===== config.mk =====
export PLATFORM = sky130hd
export DESIGN_NAME = fbt_match
export DESIGN_NICKNAME = d
export VERILOG_FILES = /design/src/rtl/core/failure_backoff_table_unit_macros.svh /design/src/rtl/core/fbt_pkg.sv /design/src/rtl/core/fbt_match.sv
export SDC_FILE = /design/constraint.sdc
export NUM_CORES = 1
export LEC_CHECK = 0
export CAP_MARGIN = 5
export CORE_AREA = 2 2 114 116
export DETAILED_ROUTE_END_ITERATION = 12
export DIE_AREA = 0 0 116 118
export DONT_BUFFER_PORTS = 1
export GPL_ROUTABILITY_DRIVEN = 0
export GPL_TIMING_DRIVEN = 0
export PLACE_DENSITY = 0.54
export SLEW_MARGIN = 5
export SYNTH_ARGS = -nofsm -noshare
export SYNTH_HDL_FRONTEND = slang
export SYNTH_SLANG_ARGS = --single-unit

===== constraint.sdc =====
create_clock -name clk_i -period 15.7 [get_ports clk_i]
set_input_delay 1.57 -clock clk_i [delete_from_list [all_inputs] [get_ports clk_i]]
set_output_delay 1.57 -clock clk_i [all_outputs]
set_load 0.03 [all_outputs]

===== src/rtl/core/failure_backoff_table_unit_macros.svh =====
// assertion macros for the failure backoff table unit
`ifndef FAILURE_BACKOFF_TABLE_UNIT_MACROS_SVH
`define FAILURE_BACKOFF_TABLE_UNIT_MACROS_SVH

`ifndef SYNTHESIS

// checked while out of reset
`define FBT_ASSERT(lbl, prop, msg) \
  lbl: assert property (@(posedge clk_i) disable iff (!rst_ni) (prop)) else $error(msg);

// checked at every edge, reset included
`define FBT_ASSERT_RST(lbl, prop, msg) \
  lbl: assert property (@(posedge clk_i) (prop)) else $error(msg);

`else

`define FBT_ASSERT(lbl, prop, msg)
`define FBT_ASSERT_RST(lbl, prop, msg)

`endif

`endif


===== src/rtl/core/fbt_pkg.sv =====
// shared constants and types of the failure backoff table unit
package fbt_pkg;

  localparam int unsigned Slots     = 64;
  localparam int unsigned SlotW     = $clog2(Slots);
  localparam int unsigned CntW      = $clog2(Slots + 1);
  localparam int unsigned SlotOutW  = 6;
  localparam int unsigned KeyW      = 64;
  localparam int unsigned NowW      = 32;
  localparam int unsigned DeadlineW = 33;
  localparam int unsigned RetryW    = 4;
  localparam int unsigned CauseW    = 3;
  localparam int unsigned CoolW     = 16;
  localparam int unsigned KindW     = 2;
  localparam int unsigned CfgIdxW   = 2;
  localparam int unsigned CfgDataW  = 16;

  localparam logic [KindW-1:0] KindCheck  = 2'd0;
  localparam logic [KindW-1:0] KindRecord = 2'd1;
  localparam logic [KindW-1:0] KindClear  = 2'd2;

  localparam logic [CfgIdxW-1:0] CfgRetryBudget  = 2'd0;
  localparam logic [CfgIdxW-1:0] CfgShortCooldown = 2'd1;
  localparam logic [CfgIdxW-1:0] CfgLongCooldown  = 2'd2;

  localparam logic [RetryW-1:0] RetryBudgetRst   = 4'd2;
  localparam logic [CoolW-1:0]  ShortCooldownRst = 16'd10;
  localparam logic [CoolW-1:0]  LongCooldownRst  = 16'd120;

  typedef struct packed {
    logic [KeyW-1:0]      key;
    logic [DeadlineW-1:0] deadline;
    logic [RetryW-1:0]    retries;
    logic [CauseW-1:0]    cause;
  } entry_t;

  localparam int unsigned EntryW = $bits(entry_t);

  typedef struct packed {
    logic             start;
    logic             en;
    logic [SlotW-1:0] idx;
  } cmp_ctl_t;

  typedef struct packed {
    logic             hit;
    logic [SlotW-1:0] hit_slot;
    entry_t           hit_rec;
    logic             free_any;
    logic [SlotW-1:0] free_slot;
  } match_res_t;

endpackage


===== src/rtl/core/fbt_match.sv =====
// key compare unit, one entry per cycle while enabled, tracks first hit and first free slot
module fbt_match import fbt_pkg::*; (
  input  logic            clk_i,
  input  logic            rst_ni,
  input  cmp_ctl_t        ctl_i,
  input  logic [KeyW-1:0] key_i,
  input  entry_t          rd_rec_i,
  input  logic            rd_valid_i,
  output match_res_t      res_o
);

  logic             hit_q;
  logic [SlotW-1:0] hit_slot_q;
  entry_t           hit_rec_q;
  logic             free_any_q;
  logic [SlotW-1:0] free_slot_q;
  logic             is_hit;

  assign is_hit = ctl_i.en && rd_valid_i && (rd_rec_i.key == key_i) && !hit_q;

  always_ff @(posedge clk_i or negedge rst_ni) begin
    if (!rst_ni) begin
      hit_q      <= 1'b0;
      free_any_q <= 1'b0;
    end else if (ctl_i.start) begin
      hit_q      <= 1'b0;
      free_any_q <= 1'b0;
    end else if (ctl_i.en) begin
      if (is_hit) begin
        hit_q <= 1'b1;
      end
      if (!rd_valid_i && !free_any_q) begin
        free_any_q <= 1'b1;
      end
    end
  end

  always_ff @(posedge clk_i) begin
    if (is_hit) begin
      hit_slot_q <= ctl_i.idx;
      hit_rec_q  <= rd_rec_i;
    end
    if (ctl_i.en && !ctl_i.start && !rd_valid_i && !free_any_q) begin
      free_slot_q <= ctl_i.idx;
    end
  end

  assign res_o.hit       = hit_q;
  assign res_o.hit_slot  = hit_slot_q;
  assign res_o.hit_rec   = hit_rec_q;
  assign res_o.free_any  = free_any_q;
  assign res_o.free_slot = free_slot_q;

endmodule

Word level (Yosys, flattened, before mapping)

Cells that the tools add are included.

Register bits: 118
Bits of input ports: 179
Word-level logic and storage cells: 31

Equal/unequal tests: 1
Muxes and demuxes: 6
Reductions and logical operators: 16

Operator list:

| kind                 | number |
|---|---|
| equality test 64 bit | 1 |
| logical AND 1 bit    | 7 |
| 2-to-1 mux 1 bit     | 6 |
| nonzero test 2 bit   | 3 |
| zero test 1 bit      | 4 |
| AND reduction 2 bit  | 2 |

Longest topological paths before layout

Depth after elaboration: 6
Gate-level depth with buffers: 5

Worst setup path before layout

OpenSTA, ideal clock, no wires.

Path type: input -> register
From: input port key_i[10]
To: register hit_slot_q[0] (enable)
Setup time: 714 ps
Arrival time: 9709 ps
Required time: 14986 ps
Slack: 5277 ps
Stages: 5
Path buffers: 0
Cell sequence: xnor2_1 nand4_1 nor4_1 nand3_1 nor3_1

Cells in the longest elaborated chain, start to end: 3

Ends and longest elaborated chain:

| item                           | line            | RTL |
|---|---|---|
| start: declaration             | fbt_match.sv:6  | `input logic [KeyW-1:0] key_i,` |
| equality test 64 bit           | fbt_match.sv:19 | `assign is_hit = ctl_i.en && rd_valid_i && (rd_rec_i.key == key_i) && !hit_q;` |
| logical AND 1 bit (2 in a row) | fbt_match.sv:19 |  |
| via is_hit                     | fbt_match.sv:17 | `logic is_hit;` |
| end signal: assignment         | fbt_match.sv:40 | `hit_slot_q <= ctl_i.idx;` |
| end: declaration               | fbt_match.sv:13 | `logic [SlotW-1:0] hit_slot_q;` |

The timed path passes the listed nets, and every way through them passes these cells.
A chain may end at the register's enable or synchronous reset.

Worst setup path after layout

From: input port key_i[60]
To: register hit_rec_q (netlist bit res_o[24]) (enable)

Cells in the longest elaborated chain, start to end: 3

Ends and longest elaborated chain:

| item                           | line            | RTL |
|---|---|---|
| equality test 64 bit           | fbt_match.sv:19 |  |
| logical AND 1 bit (2 in a row) | fbt_match.sv:19 |  |
| via is_hit                     | fbt_match.sv:17 |  |
| end signal: assignment         | fbt_match.sv:41 | `hit_rec_q <= rd_rec_i;` |
| end: declaration               | fbt_match.sv:14 | `entry_t hit_rec_q;` |

The timed path passes the listed nets, and every way through them passes these cells.

==> flow_summary.toml <==
[logic_synthesis]
synth_edf_count = 116
synthCells = 263
synth_nets = 442
netlist_area_um2 = 4530
synthDistinctLibCells = 19
ys_seq_area_share_pct = 78.0
yosysWarnings = 0
synth_flop_cell = "edfxtp_1"
synth_seq_cells = 118
synthArstFlopShare_pct = 1.69
synth.avg_cell_area_um2 = 17.2

[worst_setup_path]
critPathKind = "in -> reg"
cp_common_cell = "buf_4"
worst_setup_path_start_kind = "primary input"
crit_fanout = 13
critPathCaptureType = "flop"
worst_path_largest_cell_delay_ns = 0.48
cp.arrival_ns = 3.94
slowest_stage = "nor3_2"
rrSetupSlack_ns = 13.56
cp.required_ns = 15.79
path_cells = "xnor2_1 -> nand4_1 -> nor4_1 -> nand4_1 -> nor3_2 -> buf_4 -> buf_6 -> buf_4 -> buf_4"

[sta]
rsz0062_at_grt = "no"
finalHoldViolCount = 0
skew_ns = 0.0113
finalSetupViolCount = 0
slew_headroom_pct = 34.2
slew_violations = 0
fin_crit_ns = 3.85
finalSetupTns_ns = 0
fin_crit_sh_pct = 24.5
worst_slew_pin_slew_ns = 0.980
timing.fmax_mhz = 260

[power]
p_comb_share_pct = 3.5
leakagePower_nw = 1.72
p_int_mw = 0.591
clkPwrFrac_pct = 48.9
peakVddDrop_mv = 0.0551
power.density_nw_per_um2 = 136
power_frac_seq_pct = 47.7
power.switching_mw = 0.140
switching_share_pct = 19.1

[finish]
final_util_pct = 43.4
syn2layout_area_growth_pct = 19.1
final_net_count = 471
antenna_cells = 0
final_layout_size_suffix_gt1_share_pct = 13.8

[floorplanning]
io_pins = 297
rows = 41
die_area_um2 = 13700
die_h_um = 118
die_w_um = 116
start_util_pct = 36.5
fp.coreArea_um2 = 12400

[clock_network]
post-cts-setup-buffer-count = 0
cts-htree-levels = 4
cts_hold_repair.buffers = 0
cts_sinks = 118
cts_root_buf = "clkbuf_16"
clk_latency_ns = 0.40
clk_pin_slew_ns = 0.05
max-clock-path-buffers = 2
cts_resized = 0
cts_tree = "yes"
cts_made_buffers = 17

[detailed_routing]
detail_route.iter0.violations = 120
first_pass_iters = 4
avgViaCountPerCell = 5.02
vias = 2394
drt-total-wl_um = 11100
ant_nets = 0
wl_per_cell_um = 23.3
drcViolationCount = 0

[global_routing]
grt_util_met3_pct = 7.36
use_met1_pct = 16.5
antenna_found_initial = 0
grt_max_degree = 17
grt_pass1_vias = 2562
grtUsageMet2_pct = 28.0
grt_remaining_overflow = 0
grt_pass1_wl_um = 15400
gr-usage-all-layers_pct = 16.1
top_usage_layer = "met2"

[job]
drv_cap = 0

[worst_hold_path]
min_path_type = "reg -> reg"

[place]
dpl.hpwl_um = 8990
portBuffers = 0

[outcome]
status = "completed"
==> flip-flops by register name (all words and copies together), names as in the netlist <==
register and count:
free_any_q 1, free_slot_q 6, hit_q 1, hit_slot_q 6, res_o 104
==> per-stage QoR <==
| stage | hold WS (ns) | power (mW) | area (um2) | worst slack [ns] | std cells |
|---|---|---|---|---|---|
| after detailed placement | 0.505 | 0.380 | 4840 | 11.39 | 445 |
| after CTS | 0.516 | 0.740 | 5390 | 11.82 | 477 |
| after global placement | 0.491 | 0.380 | 4740 | 2.03 | 435 |
| after floorplan | 0.475 | 0.375 | 4530 | 5.28 | 263 |
| final | 0.511 | 0.731 | 5390 | 11.85 | 477 |
| after global routing | 0.549 | 0.756 | 5390 | 11.61 | 477 |
==> worst paths after layout <==
path                       depth (start not counted)       start    endpoint
max in group asynchronous                          0      rst_ni  free_any_q
min in group asynchronous                          0      rst_ni       hit_q
max                                                9   key_i[60]   res_o[24]
max reg2reg                                        5       hit_q   res_o[24]
min                                                1  free_any_q  free_any_q
min reg2reg                                        1  free_any_q  free_any_q
==> power by group through the flow <==
stage | clock network [mW] | logic [mW] | registers (mW)
floorplan | 0 | 0.0210 | 0.354
global placement | 0 | 0.0255 | 0.355
detailed placement | 0 | 0.0257 | 0.355
CTS | 0.366 | 0.0259 | 0.348
global route | 0.379 | 0.0283 | 0.348
finish | 0.357 | 0.0253 | 0.348
==> logic make-up after synthesis <==
group	synth area share (%)
buf+inv	1.82
compound gates	1.99
flops	78.0
xor+xnor	9.09
simple gates	9.06
==> Yosys cell counts (2+ instances only) <==
cell type,n,share of area (%)
edfxtp_1,116,77
xnor2_1,46,8.9
nand4_1,24,3.3
nand2b_1,21,2.9
inv_1,18,1.5
o22ai_1,7,0.97
nand3_1,5,0.55
nor4_1,5,0.69
nor3_1,4,0.44
nand2_1,3,0.25
o2111ai_1,3,0.58
buf_4,2,0.33
dfrtp_1,2,1.1
nor2_1,2,0.17
==> critical path, delay by kind of cell <==
family	cells	cell delay, ns
buf+inv	4	0.92
simple gates	4	1.28
xor+xnor	1	0.16
==> layer usage <==
layer / wire (um) / up-vias
met1: 3990 / 1150
met2: 5900 / 169
met5: 0 / -
met3: 1030 / 14
li1: - / 1061
met4: 167 / 0
==> area by class of cell <==
| type | instances | area [um2] |
|---|---|---|
| clock buffer | 21 | 440 |
| multi-input combinational | 125 | 917 |
| timing repair buffer | 10 | 93.8 |
| inverter | 18 | 67.6 |
| sequential | 118 | 3530 |
| fill | 1142 | 7020 |
| clock inverter | 11 | 109 |
| buffer | 2 | 15.0 |
| tap | 172 | 215 |
==> placed cells by master (no fill, tap or decap), drive strengths merged, types with 4 or more instances in the layout <==
| cell type | instances |
|---|---|
| inv | 18 |
| nor4 | 7 |
| clkinv | 8 |
| o22ai | 7 |
| clkbuf | 21 |
| buf | 12 |
| edfxtp | 116 |
| nor3 | 4 |
| nand3 | 5 |
| nand4 | 24 |
| nand2b | 21 |
| xnor2 | 46 |
Note: power is estimated with default switching activity, not from simulation.
