### config.mk
export PLATFORM = sky130hd
export DESIGN_NAME = fbt_ram
export DESIGN_NICKNAME = d
export VERILOG_FILES = /design/src/rtl/core/failure_backoff_table_unit_macros.svh /design/src/rtl/core/fbt_ram.sv
export SDC_FILE = /design/constraint.sdc
export NUM_CORES = 1
export LEC_CHECK = 0
export BUFFER_PORTS_ARGS = -buffer_cell sky130_fd_sc_hd__buf_2
export CORE_UTILIZATION = 62
export CTS_CLUSTER_DIAMETER = 100
export DETAILED_ROUTE_END_ITERATION = 12
export PLACE_DENSITY = 0.8
export SLEW_MARGIN = 0
export SYNTH_ARGS = -nofsm -noshare
export SYNTH_HDL_FRONTEND = slang
export SYNTH_SLANG_ARGS = --single-unit
### constraint.sdc
create_clock -name clk_i -period 2.8 [get_ports clk_i]
set_input_delay 0.56 -clock clk_i [delete_from_list [all_inputs] [get_ports clk_i]]
set_output_delay 0.56 -clock clk_i [all_outputs]
set_load 0.02 [all_outputs]
### src/rtl/core/failure_backoff_table_unit_macros.svh
// assertion macros for the failure backoff table unit
`ifndef FAILURE_BACKOFF_TABLE_UNIT_MACROS_SVH
`define FAILURE_BACKOFF_TABLE_UNIT_MACROS_SVH

`ifndef SYNTHESIS

// checked while out of reset
`define FBT_ASSERT(lbl, prop, msg) \
  lbl: assert property (@(posedge clk_i) disable iff (!rst_ni) (prop)) else $error(msg);

// checked at every edge, reset included
`define FBT_ASSERT_RST(lbl, prop, msg) \
  lbl: assert property (@(posedge clk_i) (prop)) else $error(msg);

`else

`define FBT_ASSERT(lbl, prop, msg)
`define FBT_ASSERT_RST(lbl, prop, msg)

`endif

`endif

### src/rtl/core/fbt_ram.sv
// generic single-port-write, registered-read ram
module fbt_ram #(
  parameter int unsigned Width = 8,
  parameter int unsigned Depth = 64
) (
  input  logic                     clk_i,
  input  logic                     we_i,
  input  logic [$clog2(Depth)-1:0] waddr_i,
  input  logic [Width-1:0]         wdata_i,
  input  logic                     re_i,
  input  logic [$clog2(Depth)-1:0] raddr_i,
  output logic [Width-1:0]         rdata_o
);

  logic [Width-1:0] mem_q [Depth];
  logic [Width-1:0] rdata_q;

  always_ff @(posedge clk_i) begin
    if (we_i) begin
      mem_q[waddr_i] <= wdata_i;
    end
    if (re_i) begin
      rdata_q <= mem_q[raddr_i];
    end
  end

  assign rdata_o = rdata_q;

endmodule

Word-level counts from Yosys, hierarchy flattened
Memories as Yosys holds them, arrays and structs flattened. A register that Yosys moved wholly into a read port is not among the register bits.
Index checks and enable logic that the tools add are counted.

word-level totals
  word-level logic and storage cells = 3
  memories kept = 1
  input bits = 23
  RAM bits = 512
  register bits after elaboration = 0

memories
  name   words  width  read ports  clocked after memory_dff  write ports  line           RTL
  mem_q  64     8      1           1                         1            fbt_ram.sv:15  logic [Width-1:0] mem_q [Depth];

operators by class
  muxes and demuxes = 2

operators with widths
  operator           count
  1-bit two-way mux  2

Longest topological paths before layout
Gate-level depths: netlist of the first run.

  word-level depth = 2
  depth in mapped cells = 9
  mapped depth without buffers = 5

Worst setup path after synthesis of the first run
Ideal clock, no wire load.

  kind = input -> register
  start = in raddr_i[1]
  end = reg rdata_q[3], in the netlist rdata_o[3] (read register of mem_q) (data pin)
  path buffers = 3
  path slack = 0.434 ns
  arrival time = 2.100 ns
  stages on the path = 7
  setup time = 0.266 ns
  data required time = 2.534 ns
  cells stage by stage = buf_4 -> buf_2 -> buf_2 -> mux4_2 -> mux4_2 -> o21ai_1 -> o41ai_1

RTL lines
  item         line           RTL
  from (decl)  fbt_ram.sv:11  input logic [$clog2(Depth)-1:0] raddr_i,
  to (decl)    fbt_ram.sv:16  logic [Width-1:0] rdata_q;

==> reports/metrics.yaml, run 1 <==
outcome: "complete, no violations"
drt-wirelength-per-cell_um: 29.6
vias: 10500
critPathKind: "in2reg"
h-tree-depth: 2
finalWirelength_um: 46400
final.setup_skew_ns: 0.0240
fp-row-count: 65
relSlewSlack_pct: 13.8
r2r_end: "rdata_o[6]"
synth_area_sq_mm: 0.0202
insertion_delay_ns: 0.57
io_buffers: 30
finalMaxSlewViolations: 0
ios: 31
dpl.hpwl_um: 28200
antenna_left: 0
synth-seq-area-share_pct: 77.1
drt_first_pass_iters: 5
finalCritPeriodShare_pct: 84.2
clock_sinks: 520
multi_input_area_sq_mm: 0.00432
holdPathStages: 1
power_density_mw_per_mm2: 699
synth_fp_nets: 963
end_kind: "flop"
postCtsSetupRepairBufs: 0
crit_arrival_ns: 2.66
avgSynthCellArea_sq_um: 21.5
min_period_ns: 2.36
fillCellCount: 1729
holdBufCountCts: 0
grt_pass1_vias: 10600
final_core_util_pct: 73.2
rrSetupSlack_ns: 0.49
drc: 0
gp_congestion: 0.881
die_w_um: 183
leakage_nw: 7.56
numCtsBuffers: 51
min_to: "mem_q[54][7]"
hold_path.startpoint: "wdata_i[7]"
grt_pass1_wl_um: 69000
cts_resized: 0
antenna_found_initial: 1
ys.warnings.count: 0
vdd.ir_drop.worst_uv: 506
grtUsageTotal_pct: 29.2
cp-start-kind: "input pin"
grt_max_degree: 65
drive_above_1_share_pct: 32.3
syn_inst: 940
r2r-start: "mem_q[21][6]"
rsz0062_at_grt: "false"
cts_root_buffer: "clkbuf_16"
final-setup-viol-count: 0
clk_path_buf_depth: 3
dieArea_sq_mm: 0.0334
regArea_sq_mm: 0.0156
finalNetCount: 1114
worstPathRequired_ns: 3.10
cts_tree: "done"
hold_viol: 0
r2r_cells: 5
grt_overflow_total: 0
yosys_register_bits: 520
path_clk_slew_ns: 0.06
drt-initial-drc-count: 1457
dp_slack_ns: -0.0430
start_util_pct: 63.5
setup_slack_ns: 0.443
fmax_mhz: 424
tightest_slew_ns: 1.29
min_path_type: "in2reg"
path_max_fanout: 13
drv_cap: 0
area_growth_pct: 15.3
core_area_sq_mm: 0.0319
vias_per_cell: 6.69
synth_cell_type_count: 39
die_h_um: 183
critical path, stage by stage:
cell      delay (ns)
clkbuf_8        0.18
buf_12          0.19
mux4_2          0.53
mux2_2          0.30
o221a_2         0.28
nor3_1          0.44
o32ai_1         0.17
sequential cells by signal, indices dropped and copies added, names as in the netlist:
name	count
rdata_o	8
mem_q	512
logic make-up (layout without fill, tap and decap cells):
kind of cell / Yosys count / in the layout / share of synthesized area [%]
other: 0 / 1 / 0
AND/OR/NAND/NOR: 153 / 153 / 3.37
flip-flops: 520 / 520 / 77.1
multiplexers: 162 / 162 / 15.9
AO/OA/AOI/OAI: 54 / 54 / 2.06
buffers and inverters: 51 / 242 / 1.56
layout make-up:
cell class | count | area share [%]
well taps | 435 | 2.33
clock buffers | 58 | 5.76
multi-input cells | 369 | 18.5
clock inverters | 35 | 1.38
repair buffers | 149 | 5.12
diodes | 1 | 0.0107
flip-flops and latches | 520 | 66.9
metrics by stage:
step           setup TNS (ns)  power, mW  instances  hold slack, ns  instance area [sq um]
6_report                    0       16.3       1567           0.261                  23300
5_1_grt                     0       16.7       1566           0.234                  23300
4_1_cts                     0       16.4       1566           0.232                  23300
3_5_place_dp          -0.0430       9.67       1473           0.820                  21700
3_3_place_gp          -0.0153       9.64       1473           0.802                  21700
2_1_floorplan               0       9.28        940           0.659                  20200
where the power goes:
group          internal (mW)  switching, mW
Combinational          0.342          0.524
Clock                   3.99           2.80
Sequential              8.63         0.0247
Total                   13.0           3.35
worst max path at each step:
stage / start / endpoint / slack (ns) / depth (start not counted)
final: raddr_i[0] / rdata_o[6] / 0.44 / 7
after global routing: raddr_i[0] / rdata_o[6] / 0.48 / 7
after CTS: raddr_i[0] / rdata_o[6] / 0.50 / 7
after detailed placement: raddr_i[0] / rdata_o[6] / -0.04 / 7
after global placement: raddr_i[0] / rdata_o[6] / -0.02 / 7
after floorplan: raddr_i[1] / rdata_o[3] / 0.43 / 7
metal layers:
| metal | part of all wire, % | track usage [%] | up-vias |
|---|---|---|---|
| li1 | - | - | 4234 |
| met1 | 37 | 41.7 | 5356 |
| met2 | 49 | 45.8 | 777 |
| met3 | 11 | 5.79 | 118 |
| met4 | 3.4 | 10.7 | 0 |
| met5 | 0 | 0 | - |
layout by cell type, fill, tap and decap left out, types with 3 or more instances in the layout:
cell	count
mux4_2	126
nor3_1	7
nor2_1	83
o2111ai_1	3
mux2i_1	23
clkinvlp_4	5
mux2_2	13
clkinv_2	11
nand2_1	19
nand2b_1	7
a22oi_1	3
buf_2	27
a211oi_1	4
a221oi_1	6
nand3_1	13
a21oi_1	3
clkinv_1	13
o22ai_1	8
bufinv_16	6
clkbuf_1	5
clkbuf_16	53
buf_4	110
buf_12	11
o221ai_1	8
o2bb2ai_1	3
nand3b_1	3
nor2b_1	14
edfxtp_1	520
synthesized netlist by cell type (all sizes together):
cell	number	share of area, %
nor2	83	1.5
o311ai	1	0.043
mux2	13	0.72
edfxtp	520	77
a22oi	3	0.11
a21oi	3	0.074
mux2i	23	1.1
o41ai	2	0.087
o21ai	4	0.099
and2	1	0.031
nand3b	3	0.11
o32ai	2	0.087
a2111oi	2	0.087
nand4b	1	0.043
a221oi	6	0.26
nor2b	14	0.43
nand2b	7	0.22
clkbuf	17	0.32
nand2	19	0.35
o221ai	8	0.35
mux4	126	14
o221a	2	0.11
buf	34	1.2
o2bb2ai	3	0.13
nand3	13	0.32
nand4	2	0.062
o2111ai	3	0.13
nor4	2	0.062
nor3	7	0.17
or3	1	0.031
a31oi	1	0.031
o22ai	8	0.25
o21a	2	0.074
a211oi	4	0.15
(Power assumes the default switching activity.)
==> run 2: changes to the inputs <==
==> constraint.sdc (replaced) <==
create_clock -name clk_i -period 2.24 [get_ports clk_i]
set_input_delay 0.448 -clock clk_i [delete_from_list [all_inputs] [get_ports clk_i]]
set_output_delay 0.448 -clock clk_i [all_outputs]
set_load 0.02 [all_outputs]
==> reports/metrics.yaml, run 2 (synthesis gave the netlist of run 1 again) <==
outcome: "complete, no violations"  # unchanged
cp-start-kind: "flop"  # was input pin
grt_pass1_vias: 10600  # about the same
drv_cap: 0  # unchanged
power_density_mw_per_mm2: 846  # was 699 mW/mm^2
drt_first_pass_iters: 4  # was 5
finalNetCount: 1157  # was 1,114
rsz0062_at_grt: "false"  # unchanged
postCtsSetupRepairBufs: 0  # unchanged
final-setup-viol-count: 0  # unchanged
core_area_sq_mm: 0.0319  # unchanged
end_kind: "flop"  # unchanged
ios: 31  # unchanged
grt_pass1_wl_um: 67600  # was 69,000 um
numCtsBuffers: 50  # was 51
relSlewSlack_pct: 54.6  # was 13.8%
r2r-start: "mem_q[29][4]"  # was mem_q[21][6]
drc: 0  # unchanged
r2r_cells: 5  # unchanged
layout_commonest_cell: "edfxtp_1"  # unchanged
crit_arrival_ns: 2.45  # was 2.66 ns
cts_root_buffer: "clkbuf_16"  # unchanged
vias: 10500  # about the same
vias_per_cell: 6.50  # was 6.69
hold_viol: 0  # unchanged
vdd.ir_drop.worst_uv: 907  # was 506 uV
min_to: "rdata_o[6]"  # was mem_q[54][7]
cts_tree: "done"  # unchanged
area_growth_pct: 16.8  # was 15.3%
drive_above_1_share_pct: 34.4  # was 32.3%
regArea_sq_mm: 0.0156  # unchanged
dp_slack_ns: -0.389  # was -0.0430 ns
multi_input_area_sq_mm: 0.00432  # unchanged
insertion_delay_ns: 0.57  # about the same
drt-initial-drc-count: 1377  # was 1,457
dieArea_sq_mm: 0.0334  # unchanged
finalSetupTns_ns: 0  # unchanged
worstPathRequired_ns: 2.53  # was 3.10 ns
finalCritPeriodShare_pct: 96.5
setup_slack_ns: 0.0778  # was 0.443 ns
start_util_pct: 63.5  # unchanged
grtUsageTotal_pct: 28.5  # was 29.2%
io_buffers: 30  # unchanged
die_w_um: 183  # unchanged
cts_resized: 0  # unchanged
fillCellCount: 1700  # was 1,729
rrSetupSlack_ns: 0.08  # was 0.49 ns
placed_area_sq_mm: 0.0221  # was 0.0217 sq mm
antenna_left: 0  # unchanged
grt_max_degree: 65  # unchanged
leakage_nw: 7.76  # was 7.56 nW
h-tree-depth: 2  # unchanged
min_period_ns: 2.16
postLayoutCellArea_sq_mm: 0.0237  # was 0.0233 sq mm
finalMaxSlewViolations: 0  # unchanged
fin_total_pwr_mw: 20.0  # was 16.3 mW
min_path_type: "in2reg"  # unchanged
critPathKind: "reg2reg"  # was in2reg
hold_path.startpoint: "re_i"  # was wdata_i[7]
die_h_um: 183  # unchanged
antenna_found_initial: 3  # was 1
largest_register_ffs: 512  # unchanged
finalWirelength_um: 45600  # was 46,400 um
grt_overflow_total: 0  # unchanged
fp-row-count: 65  # unchanged
r2r_end: "rdata_o[4]"  # was rdata_o[6]
startpoint: "mem_q[29][4]"  # was raddr_i[0]
gp_congestion: 0.879  # was 0.881
tightest_slew_ns: 0.681  # was 1.29 ns
clk_path_buf_depth: 3  # unchanged
path_max_fanout: 1  # was 13
dpl.hpwl_um: 28500  # was 28,200 um
final_cell_mix: "edfxtp_1 (520), buf_4 (149), mux4_2 (126)"  # was edfxtp_1 (520), mux4_2 (126), buf_4 (110)
drt-wirelength-per-cell_um: 28.3  # was 29.6 um
clock_sinks: 520  # unchanged
fmax_mhz: 462
final.setup_skew_ns: 0.0213  # was 0.0240 ns
path_clk_slew_ns: 0.06  # about the same
holdPathStages: 1  # unchanged
holdBufCountCts: 0  # unchanged
largest_register: "mem_q"  # unchanged
run 2: metal layers:
metal  wire length, um  track usage, %  share of wire [%]  up-vias
met5                 0               0                  0        -
li1                  -               -                  -     4329
met2             22300            45.5                 49      628
met1             17300            39.9                 38     5413
met3              4650            6.29                 10      114
met4              1430            8.97                3.1        0
run 2: report_power, final:
group | leakage, nW | switching (mW) | internal (mW)
registers | 4.69 | 0.0303 | 10.8
logic | 2.30 | 0.662 | 0.484
clock network | 0.774 | 3.41 | 4.64
total | 7.76 | 4.10 | 15.9
run 2: layout make-up:
cell class / count / share of cell area, %
repair buffers: 193 / 6.71
clock buffers: 62 / 5.75
multi-input cells: 369 / 18.2
diodes: 3 / 0.0317
clock inverters: 30 / 0.936
well taps: 435 / 2.30
flip-flops and latches: 520 / 66.0
run 2: critical path: stages (launching register included):
cell	delay, ns
edfxtp_1	0.37
mux4_2	0.48
mux2_2	0.31
o221a_2	0.28
nor3_1	0.33
o32ai_1	0.14
run 2: worst max path at each step:
stage                      end  slack, ns  depth (start not counted)
floorplan           rdata_o[3]       0.01                          6
global placement    rdata_o[1]      -0.47                          6
detailed placement  rdata_o[1]      -0.39                          6
CTS                 rdata_o[6]        0.1                          5
global route        rdata_o[6]      0.005                          5
finish              rdata_o[4]       0.08                          5
run 2: per-stage QoR:
stage	hold slack (ns)	utilization, %	instances
after floorplan	0.547	-	940
after global placement	0.837	69.2	1517
after detailed placement	0.841	69.2	1517
after CTS	0.274	74.2	1609
after global routing	0.275	74.2	1609
final	0.279	74.2	1612
